## src/hw/rtl/assert_macros.svh

```systemverilog
// assertion helpers included by the rtl top module
`ifndef ASSERT_MACROS_SVH
`define ASSERT_MACROS_SVH

// same-cycle implication, disabled while reset is low
`define ASSERT_SAME(label, clk, rstn, ante, cons) \
    label: assert property (@(posedge clk) disable iff (!(rstn)) (ante) |-> (cons)) \
        else $error("same-cycle check failed");

// next-cycle implication, disabled while reset is low
`define ASSERT_NEXT(label, clk, rstn, ante, cons) \
    label: assert property (@(posedge clk) disable iff (!(rstn)) (ante) |=> (cons)) \
        else $error("next-cycle check failed");

`endif

```

## src/hw/rtl/utcep_pkg.sv

```systemverilog
// ---------------------------------------------------------------------------
// utcep_pkg
// constants, widths and calendar tables for the utc to epoch converter
// ---------------------------------------------------------------------------
`timescale 1ns / 1ps

package utcep_pkg;

    // width of the years-since-1900 field, 8 to 31
    localparam int YEAR_BITS = 14;

    localparam int EPOCH_YEAR = 1970;
    localparam int YEAR_BASE  = 1900;

    // full calendar year, wide enough for the field plus the base year
    localparam int YEAR_W = ((YEAR_BITS > 11) ? YEAR_BITS : 11) + 1;
    // year / 4
    localparam int QUAD_W = YEAR_W - 2;

    // quad / 25 by reciprocal multiply, the estimate is at most one low
    localparam int DIV_CONST = 25;
    localparam int DIV_SHIFT = QUAD_W + 5;
    localparam longint unsigned DIV25_MUL = (64'd1 << DIV_SHIFT) / DIV_CONST;
    localparam int MUL_W  = QUAD_W + DIV_SHIFT - 4;
    localparam int CENT_W = QUAD_W - 4;
    localparam int REM_W  = 5;

    localparam int SEC_W  = 39;
    localparam int DAYS_W = ((YEAR_W + 9) > SEC_W) ? SEC_W : (YEAR_W + 9);
    localparam int TOD_W  = 17;
    localparam int PART_W = 9;

    // leap days up to jan 1 of year y: (y-1)/4 - (y-1)/100 + (y-1)/400 - bias
    localparam int LEAP_DAY_BIAS = 477;

    localparam int DAYS_PER_YEAR  = 365;
    localparam int SECS_PER_DAY   = 86400;
    localparam int SECS_PER_HOUR  = 3600;
    localparam int SECS_PER_MIN   = 60;
    localparam int MONTH_FEB      = 1;
    localparam int LAST_MONTH     = 11;
    localparam int FEB_LEAP_LEN   = 29;
    localparam int MAX_HOUR       = 23;
    localparam int MAX_MINUTE     = 59;
    localparam int MAX_SECOND     = 60;

    // length of a month, zero for codes above december
    function automatic logic [4:0] month_len(input logic [3:0] mon);
        logic [4:0] len;
        case (mon)
            4'd0:    len = 5'd31;
            4'd1:    len = 5'd28;
            4'd2:    len = 5'd31;
            4'd3:    len = 5'd30;
            4'd4:    len = 5'd31;
            4'd5:    len = 5'd30;
            4'd6:    len = 5'd31;
            4'd7:    len = 5'd31;
            4'd8:    len = 5'd30;
            4'd9:    len = 5'd31;
            4'd10:   len = 5'd30;
            4'd11:   len = 5'd31;
            default: len = 5'd0;
        endcase
        return len;
    endfunction

    // days in the year before the first of a month
    function automatic logic [8:0] days_before_month(input logic [3:0] mon);
        logic [8:0] d;
        case (mon)
            4'd0:    d = 9'd0;
            4'd1:    d = 9'd31;
            4'd2:    d = 9'd59;
            4'd3:    d = 9'd90;
            4'd4:    d = 9'd120;
            4'd5:    d = 9'd151;
            4'd6:    d = 9'd181;
            4'd7:    d = 9'd212;
            4'd8:    d = 9'd243;
            4'd9:    d = 9'd273;
            4'd10:   d = 9'd304;
            4'd11:   d = 9'd334;
            default: d = 9'd0;
        endcase
        return d;
    endfunction

endpackage

```

## src/hw/rtl/utc_date_to_epoch_seconds_top.sv

```systemverilog
// ---------------------------------------------------------------------------
// utc_date_to_epoch_seconds_top
// broken-down utc date and time to seconds since 1970-01-01, six-stage pipe
// ---------------------------------------------------------------------------
// channel   dir  handshake           payload
// s_        in   s_valid / s_ready   year, month, day, hour, minute, second
// m_        out  m_valid / m_ready   epoch seconds, valid flag
//
// one transaction per cycle sustained while m_ready stays high; the accepting edge
// loads stage 1 and the transaction then moves through stages 2 to 6, m_valid
// being the stage 6 valid register (one register stage per step of the datapath)
// the longest paths are the divide-by-25 reciprocal multiply and the
// days times 86400 multiply, each with its own stage
// aresetn is synchronous, active low, and clears only the stage valid bits
// a stall at m_ready propagates back stage by stage; empty stages still fill
`timescale 1ns / 1ps

module utc_date_to_epoch_seconds_top (
    input  logic                            aclk,
    input  logic                            aresetn,
    input  logic                            s_valid,
    output logic                            s_ready,
    input  logic [utcep_pkg::YEAR_BITS-1:0] s_years_since_1900,
    input  logic [3:0]                      s_month_index,
    input  logic [4:0]                      s_day_of_month,
    input  logic [4:0]                      s_hour_of_day,
    input  logic [5:0]                      s_minute_of_hour,
    input  logic [5:0]                      s_second_of_minute,
    output logic                            m_valid,
    input  logic                            m_ready,
    output logic [utcep_pkg::SEC_W-1:0]     m_epoch_seconds,
    output logic                            m_valid_res
);
    import utcep_pkg::*;

    `include "assert_macros.svh"

    // per-stage load enables, a stage loads when empty or when it drains
    logic en1, en2, en3, en4, en5, en6;
    logic v1_reg, v2_reg, v3_reg, v4_reg, v5_reg, v6_reg;

    assign en6 = !v6_reg || m_ready;
    assign en5 = !v5_reg || en6;
    assign en4 = !v4_reg || en5;
    assign en3 = !v3_reg || en4;
    assign en2 = !v2_reg || en3;
    assign en1 = !v1_reg || en2;
    assign s_ready = en1;

    always_ff @(posedge aclk) begin
        if (!aresetn) begin
            v1_reg <= 1'b0;
            v2_reg <= 1'b0;
            v3_reg <= 1'b0;
            v4_reg <= 1'b0;
            v5_reg <= 1'b0;
            v6_reg <= 1'b0;
        end else begin
            if (en1) v1_reg <= s_valid;
            if (en2) v2_reg <= v1_reg;
            if (en3) v3_reg <= v2_reg;
            if (en4) v4_reg <= v3_reg;
            if (en5) v5_reg <= v4_reg;
            if (en6) v6_reg <= v5_reg;
        end
    end

    // ---------------------------------------------------------------------
    // stage 1: full year, range checks, table lookups, reciprocal multiply
    // ---------------------------------------------------------------------
    logic [YEAR_W-1:0] year1_reg, year1_next;
    logic [QUAD_W-1:0] quad1_reg, quad1_next;
    logic [MUL_W-1:0]  prod1_reg, prod1_next;
    logic [3:0]        mon1_reg;
    logic [4:0]        mday1_reg, hour1_reg;
    logic [5:0]        min1_reg, sec1_reg;
    logic              ok1_reg, ok1_next;
    logic [4:0]        mlen1_reg, mlen1_next;
    logic [8:0]        dbm1_reg, dbm1_next;

    always_comb begin
        year1_next = YEAR_W'(s_years_since_1900) + YEAR_W'(YEAR_BASE);
        quad1_next = year1_next[YEAR_W-1:2];
        prod1_next = MUL_W'(quad1_next) * MUL_W'(DIV25_MUL);
        // everything but the upper bound on the day
        ok1_next   = (year1_next >= YEAR_W'(EPOCH_YEAR))
                  && (s_month_index <= 4'(LAST_MONTH))
                  && (s_day_of_month != 5'd0)
                  && (s_hour_of_day <= 5'(MAX_HOUR))
                  && (s_minute_of_hour <= 6'(MAX_MINUTE))
                  && (s_second_of_minute <= 6'(MAX_SECOND));
        mlen1_next = month_len(s_month_index);
        dbm1_next  = days_before_month(s_month_index);
    end

    always_ff @(posedge aclk) begin
        if (en1) begin
            year1_reg <= year1_next;
            quad1_reg <= quad1_next;
            prod1_reg <= prod1_next;
            mon1_reg  <= s_month_index;
            mday1_reg <= s_day_of_month;
            hour1_reg <= s_hour_of_day;
            min1_reg  <= s_minute_of_hour;
            sec1_reg  <= s_second_of_minute;
            ok1_reg   <= ok1_next;
            mlen1_reg <= mlen1_next;
            dbm1_reg  <= dbm1_next;
        end
    end

    // ---------------------------------------------------------------------
    // stage 2: quotient correction, time of day, whole years in days
    // ---------------------------------------------------------------------
    logic [CENT_W-1:0] qest2;
    logic [QUAD_W-1:0] rraw2;
    logic [CENT_W-1:0] q2_reg, q2_next;
    logic [REM_W-1:0]  r2_reg, r2_next;
    logic [QUAD_W-1:0] quad2_reg;
    logic              y4_2_reg, y4_2_next;
    logic              y16_2_reg, y16_2_next;
    logic [3:0]        mon2_reg;
    logic [4:0]        mday2_reg, mlen2_reg;
    logic [8:0]        dbm2_reg;
    logic              ok2_reg;
    logic [TOD_W-1:0]  tod2_reg, tod2_next;
    logic [DAYS_W-1:0] yoff2_reg, yoff2_next;

    always_comb begin
        qest2 = CENT_W'(prod1_reg >> DIV_SHIFT);
        rraw2 = quad1_reg - QUAD_W'(QUAD_W'(qest2) * QUAD_W'(DIV_CONST));
        if (rraw2 >= QUAD_W'(DIV_CONST)) begin
            q2_next = qest2 + CENT_W'(1);
            r2_next = REM_W'(rraw2 - QUAD_W'(DIV_CONST));
        end else begin
            q2_next = qest2;
            r2_next = REM_W'(rraw2);
        end
        y4_2_next  = (year1_reg[1:0] == 2'd0);
        y16_2_next = (year1_reg[3:0] == 4'd0);
        tod2_next  = TOD_W'(hour1_reg) * TOD_W'(SECS_PER_HOUR)
                   + TOD_W'(min1_reg) * TOD_W'(SECS_PER_MIN)
                   + TOD_W'(sec1_reg);
        yoff2_next = DAYS_W'(DAYS_W'(year1_reg) - DAYS_W'(EPOCH_YEAR))
                   * DAYS_W'(DAYS_PER_YEAR);
    end

    always_ff @(posedge aclk) begin
        if (en2) begin
            q2_reg    <= q2_next;
            r2_reg    <= r2_next;
            quad2_reg <= quad1_reg;
            y4_2_reg  <= y4_2_next;
            y16_2_reg <= y16_2_next;
            mon2_reg  <= mon1_reg;
            mday2_reg <= mday1_reg;
            mlen2_reg <= mlen1_reg;
            dbm2_reg  <= dbm1_reg;
            ok2_reg   <= ok1_reg;
            tod2_reg  <= tod2_next;
            yoff2_reg <= yoff2_next;
        end
    end

    // ---------------------------------------------------------------------
    // stage 3: leap status, day bound, leap days since epoch, day in year
    // ---------------------------------------------------------------------
    logic              rz3;
    logic              leap3_reg, leap3_next;
    logic              ok3_reg, ok3_next;
    logic [4:0]        dpm3;
    logic [QUAD_W-1:0] bquad3;
    logic [CENT_W-1:0] bcent3;
    logic [QUAD_W-1:0] leapd3_reg, leapd3_next;
    logic [PART_W-1:0] part3_reg, part3_next;
    logic [DAYS_W-1:0] yoff3_reg;
    logic [TOD_W-1:0]  tod3_reg;

    always_comb begin
        rz3        = (r2_reg == REM_W'(0));
        // divisible by 100 means divisible by 4 with quad divisible by 25
        leap3_next = y4_2_reg && (!rz3 || y16_2_reg);
        dpm3       = (leap3_next && (mon2_reg == 4'(MONTH_FEB))) ? 5'(FEB_LEAP_LEN)
                                                                 : mlen2_reg;
        ok3_next   = ok2_reg && (mday2_reg <= dpm3);
        // (year-1)/4 and (year-1)/100 from year/4 and its quotient by 25
        bquad3     = quad2_reg - QUAD_W'(y4_2_reg);
        bcent3     = q2_reg - CENT_W'(y4_2_reg && rz3);
        leapd3_next = bquad3 - QUAD_W'(bcent3) + QUAD_W'(bcent3 >> 2)
                    - QUAD_W'(LEAP_DAY_BIAS);
        part3_next = PART_W'(dbm2_reg)
                   + PART_W'(leap3_next && (mon2_reg > 4'(MONTH_FEB)))
                   + PART_W'(mday2_reg) - PART_W'(1);
    end

    always_ff @(posedge aclk) begin
        if (en3) begin
            leap3_reg  <= leap3_next;
            ok3_reg    <= ok3_next;
            leapd3_reg <= leapd3_next;
            part3_reg  <= part3_next;
            yoff3_reg  <= yoff2_reg;
            tod3_reg   <= tod2_reg;
        end
    end

    // ---------------------------------------------------------------------
    // stage 4: total day count
    // ---------------------------------------------------------------------
    logic [DAYS_W-1:0] days4_reg, days4_next;
    logic              ok4_reg;
    logic [TOD_W-1:0]  tod4_reg;

    assign days4_next = yoff3_reg + DAYS_W'(leapd3_reg) + DAYS_W'(part3_reg);

    always_ff @(posedge aclk) begin
        if (en4) begin
            days4_reg <= days4_next;
            ok4_reg   <= ok3_reg;
            tod4_reg  <= tod3_reg;
        end
    end

    // ---------------------------------------------------------------------
    // stage 5: days to seconds, wraps to the output width
    // ---------------------------------------------------------------------
    logic [SEC_W-1:0] dsec5_reg, dsec5_next;
    logic             ok5_reg;
    logic [TOD_W-1:0] tod5_reg;

    assign dsec5_next = SEC_W'(days4_reg) * SEC_W'(SECS_PER_DAY);

    always_ff @(posedge aclk) begin
        if (en5) begin
            dsec5_reg <= dsec5_next;
            ok5_reg   <= ok4_reg;
            tod5_reg  <= tod4_reg;
        end
    end

    // ---------------------------------------------------------------------
    // stage 6: output register, rejected dates read as zero
    // ---------------------------------------------------------------------
    logic [SEC_W-1:0] secs6_reg, secs6_next;
    logic             ok6_reg;

    assign secs6_next = ok5_reg ? (dsec5_reg + SEC_W'(tod5_reg)) : SEC_W'(0);

    always_ff @(posedge aclk) begin
        if (en6) begin
            secs6_reg <= secs6_next;
            ok6_reg   <= ok5_reg;
        end
    end

    assign m_valid         = v6_reg;
    assign m_epoch_seconds = secs6_reg;
    assign m_valid_res     = ok6_reg;

    // ---------------------------------------------------------------------
    // assertions
    // ---------------------------------------------------------------------
    // back-pressure reaches the input only with a full pipe
    `ASSERT_SAME(a_ready_full, aclk, aresetn, !s_ready,
                 v1_reg && v2_reg && v3_reg && v4_reg && v5_reg && v6_reg && !m_ready)
    // corrected remainder of the divide by 25 is in range
    `ASSERT_SAME(a_rem_range, aclk, aresetn, v2_reg, r2_reg < REM_W'(DIV_CONST))
    // a rejected transaction carries zero seconds
    `ASSERT_SAME(a_reject_zero, aclk, aresetn, m_valid && !m_valid_res,
                 m_epoch_seconds == SEC_W'(0))
    // a leap year is always a multiple of four
    `ASSERT_NEXT(a_leap_mult4, aclk, aresetn, en3 && v2_reg && !y4_2_reg, !leap3_reg)

endmodule
```

## config.mk

```make
export PLATFORM = sky130hd
export DESIGN_NAME = utc_date_to_epoch_seconds_top
export DESIGN_NICKNAME = d
export VERILOG_FILES = /design/src/hw/rtl/utcep_pkg.sv /design/src/hw/rtl/utc_date_to_epoch_seconds_top.sv
export VERILOG_INCLUDE_DIRS = /design/src /design/src/hw/rtl
export SDC_FILE = /design/constraint.sdc
export NUM_CORES = 1
export LEC_CHECK = 0
export ABC_AREA = 1
export BUFFER_PORTS_ARGS = -buffer_cell sky130_fd_sc_hd__buf_4
export CAP_MARGIN = 20
export CELL_PAD_IN_SITES_DETAIL_PLACEMENT = 1
export CELL_PAD_IN_SITES_GLOBAL_PLACEMENT = 1
export CORE_ASPECT_RATIO = 0.75
export CORE_MARGIN = 2
export CORE_UTILIZATION = 30
export CTS_BUF_LIST = sky130_fd_sc_hd__clkbuf_2 sky130_fd_sc_hd__clkbuf_4 sky130_fd_sc_hd__clkbuf_8
export DETAILED_ROUTE_END_ITERATION = 6
export PLACE_DENSITY_LB_ADDON = 0.08
export REMOVE_ABC_BUFFERS = 1
export SLEW_MARGIN = 20
export SYNTH_ARGS = -nofsm -noshare
export SYNTH_HDL_FRONTEND = slang
export SYNTH_SLANG_ARGS = --single-unit
export TNS_END_PERCENT = 100
```

## constraint.sdc

```tcl
create_clock -name aclk -period 17.4 [get_ports aclk]
set_clock_uncertainty 0.1 [all_clocks]
set_input_delay 2.61 -clock aclk [delete_from_list [all_inputs] [get_ports aclk]]
set_output_delay 2.61 -clock aclk [all_outputs]
set_load 0.005 [all_outputs]
```

==> results.md <==
| Metric | Reported |
|:---|:---|
| Cells after synthesis | 3,029 |
| Number of enable-type register cells in the synthesized netlist | 351 |
| Final WL | 76.65 mm |
| Sequential element share of the synthesized area | 0.3591 |
| Via count of the first global-routing pass | 22,046 |
| Highest attainable clock frequency | 116.9 MHz |
| Warnings, synthesis | 0 |
| Worst setup path category | in -> out |
| Result of the run | finished, final reports clean |
| Count of cell types in the netlist | 48 |
| Fin. max-slew vios | 0 |
| Biggest cell delay along the critical path | 0.70 ns |
| Final non-filler cell area | 33,180 um2 |
| Maximum Capacitance Violations | 0 |
| Tightest Pin Transition | 0.9850 ns |
| Master of the slowest instance on the critical path | sky130_fd_sc_hd__clkinv_2 |
| Final Wtd Congestion | 0.8262 |
| Violation count after the first detailed-routing iteration | 863 |
| Setup repair after global routing missed its margin | false |
| Number of clock sinks | 357 |
| Sum of buffers and inverters on the critical path | 8 |
| Port bufs | 85 |
| Floorplan die width | 367.2 um |
| Maximum number of pins on one net before global-route repair | 67 |
| Area leader, netlist | sky130_fd_sc_hd__edfxtp_1 |
| CTS tree | built |
| Starting density of the core | 0.3038 |
| Most common cell on crit path | sky130_fd_sc_hd__nor2_1 |
| Count leader, synth | sky130_fd_sc_hd__inv_1 |
| Routed vias | 20,150 |
| Cell family with the largest share of critical-path delay | buffers and inverters |
| Share of the cycle needed by the critical path after routing | 0.4917 |
| Die span in y | 276.4 um |
| WL per Instance | 16.91 um |
| Worst hold-check slack | 0.3166 ns |
| Type of element launching the critical path | primary input |
| Setup crit end kind | primary output |
| Synth Register Bits | 357 |
| Global-route wire length before repair | 124.2 mm |
| Required time of the worst setup path | 14.69 ns |
| Number of buffers between clock root and the deepest sink | 3 |
| Placement Rows | 99 |
| Largest fanout on the critical path | 66 |
| Critical-path cell list | buf_4, nor2_1, inv_1, buf_4, nor2_1, clkinv_2, nor2_1, clkinv_1, nor2_1, inv_2, buf_4, nor2_1, nand2_4, buf_4 |
| # IOs | 86 |
| Clock input transition at the sequential cells of the worst setup and hold paths | 0.06 ns |
| DRC Markers | 0 |
| Hold buffer count at cts | 0 |
| Flip-flop count of the largest register after layout | 39 |
| Avg Inst Size Synth | 9.801 um2 |
| Total overflow reported by the global router | 0 |
| CTS root buffer | sky130_fd_sc_hd__clkbuf_8 |
| Fraction of registers with async set/reset | 0 |
| Final HPWL DP | 64.82 mm |
| Core outline area | 97,730 um2 |
| Final count of negative-setup-slack endpoints | 0 |
| Most common flop cell mapped by yosys | sky130_fd_sc_hd__edfxtp_1 |
| Final hold viol count | 0 |
| Initial antenna violation count | 3 |
| Worst endpoint data arrival time | 5.85 ns |
| Number of iterations in the first detailed-routing pass | 4 |
| Setup TNS | 0 ns |
| CTS Buf Count | 61 |
| Number of setup buffers added after CTS | 0 |
| Later-pin clock latency in the skew report | 0.71 ns |
| Total global routing track utilization | 0.1542 |
| Post-Synthesis Cell Area | 29,690 um2 |
| Fraction of final layout cells with drive strength greater than 1 | 0.06868 |
| Tmin final | 8.556 ns |
| Count of instances resized after the clock tree is built | 0 |
| Area added between synthesis and finish | 11.76% |
| Most frequent cells after synthesis | sky130_fd_sc_hd__inv_1 (714), sky130_fd_sc_hd__ha_1 (432), sky130_fd_sc_hd__nand2_1 (424) |
| Headroom to the max-slew limit | 0.3411 |
| Number of nets in the final layout | 3,857 |
| Share of the synthesized area in the top cell type | 0.3550 |
| Die area | 101,500 um2 |
| Largest cells by area after synthesis | sky130_fd_sc_hd__edfxtp_1 (36%), sky130_fd_sc_hd__ha_1 (18%), sky130_fd_sc_hd__fa_1 (14%), sky130_fd_sc_hd__inv_1 (9.0%), sky130_fd_sc_hd__nand2_1 (5.4%) |
| H-Tree Depth | 2 |
| Remaining antenna violation count | 0 |
| Class of the most critical hold timing path | reg -> reg |
| Detail-routed via count per cell | 4.446 |
| Cell area after placement | 31,970 um2 |
per-stage QoR:
| step | setup slack (ns) | utilization | std cells |
|---|---|---|---|
| after CTS | 8.794 | 0.3395 | 4531 |
| after detailed placement | 8.008 | 0.3271 | 4423 |
| after global placement | 8.150 | 0.3271 | 4423 |
| after floorplan | 6.069 | - | 3019 |
| final | 8.844 | 0.3395 | 4532 |
| after global routing | 8.273 | 0.3395 | 4532 |
worst register-to-register path, delay by kind of cell (launching register included):
kind / cells / cell delay [ns]
flops: 1 / 0.69
compound gates: 5 / 1.04
simple gates: 7 / 0.89
fa+ha+maj: 7 / 3.05
buf+inv: 7 / 0.69
xor+xnor: 2 / 0.63
layout by cell type (no fill, tap or decap), types with 31 or more instances in the layout:
| cell type | count |
|---|---|
| sky130_fd_sc_hd__fa_1 | 208 |
| sky130_fd_sc_hd__inv_1 | 710 |
| sky130_fd_sc_hd__nand4_1 | 37 |
| sky130_fd_sc_hd__xnor2_1 | 61 |
| sky130_fd_sc_hd__edfxtp_1 | 351 |
| sky130_fd_sc_hd__nand3_1 | 123 |
| sky130_fd_sc_hd__nor2_1 | 158 |
| sky130_fd_sc_hd__o21ai_0 | 81 |
| sky130_fd_sc_hd__a21oi_1 | 168 |
| sky130_fd_sc_hd__clkbuf_8 | 61 |
| sky130_fd_sc_hd__xor2_1 | 100 |
| sky130_fd_sc_hd__nor3_1 | 31 |
| sky130_fd_sc_hd__ha_1 | 432 |
| sky130_fd_sc_hd__buf_4 | 91 |
| sky130_fd_sc_hd__nand2_1 | 423 |
path summary, 6_finish.rpt:
check	from	endpoint	slack, ns	cells after the start
min	tod3_reg[12]	tod4_reg[12]	0.32	0
max	m_ready	s_ready	8.84	14
max reg2reg	year1_reg[2]	yoff2_reg[23]	10.05	28
min reg2reg	tod3_reg[12]	tod4_reg[12]	0.32	0
layer usage:
metal  track usage  up-vias  wire length, um
li1              -    10106                -
met1        0.2418     9763            42870
met2        0.2235      209            30290
met3       0.02126       72             2332
met4       0.02974        0             1161
met5             0        -                0
cells by family (layout without fill, tap and decap cells):
logic type	count (synthesis)	in the layout	share of synthesized area
buffers and inverters	734	923	0.09327
DFF	357	357	0.3591
other	0	1	0
and+or+nand+nor	813	813	0.1171
AOI/OAI and AO/OA	323	323	0.06018
adders and majority gates	640	640	0.3223
xor gates and xnor gates	162	162	0.04805
area by class of cell:
type	count	area [um2]
well taps	1313	1643
multi-input cells	1938	16270
clock buffers	78	967.2
clock inverters	30	236.5
repair buffers	91	683.2
diodes	1	2.502
flip-flops and latches	357	10660
inverters	724	2721
fillers	11166	64550
Power is not shown: default switching activity piles up to over one toggle a cycle in this logic, so the estimate is an artifact.
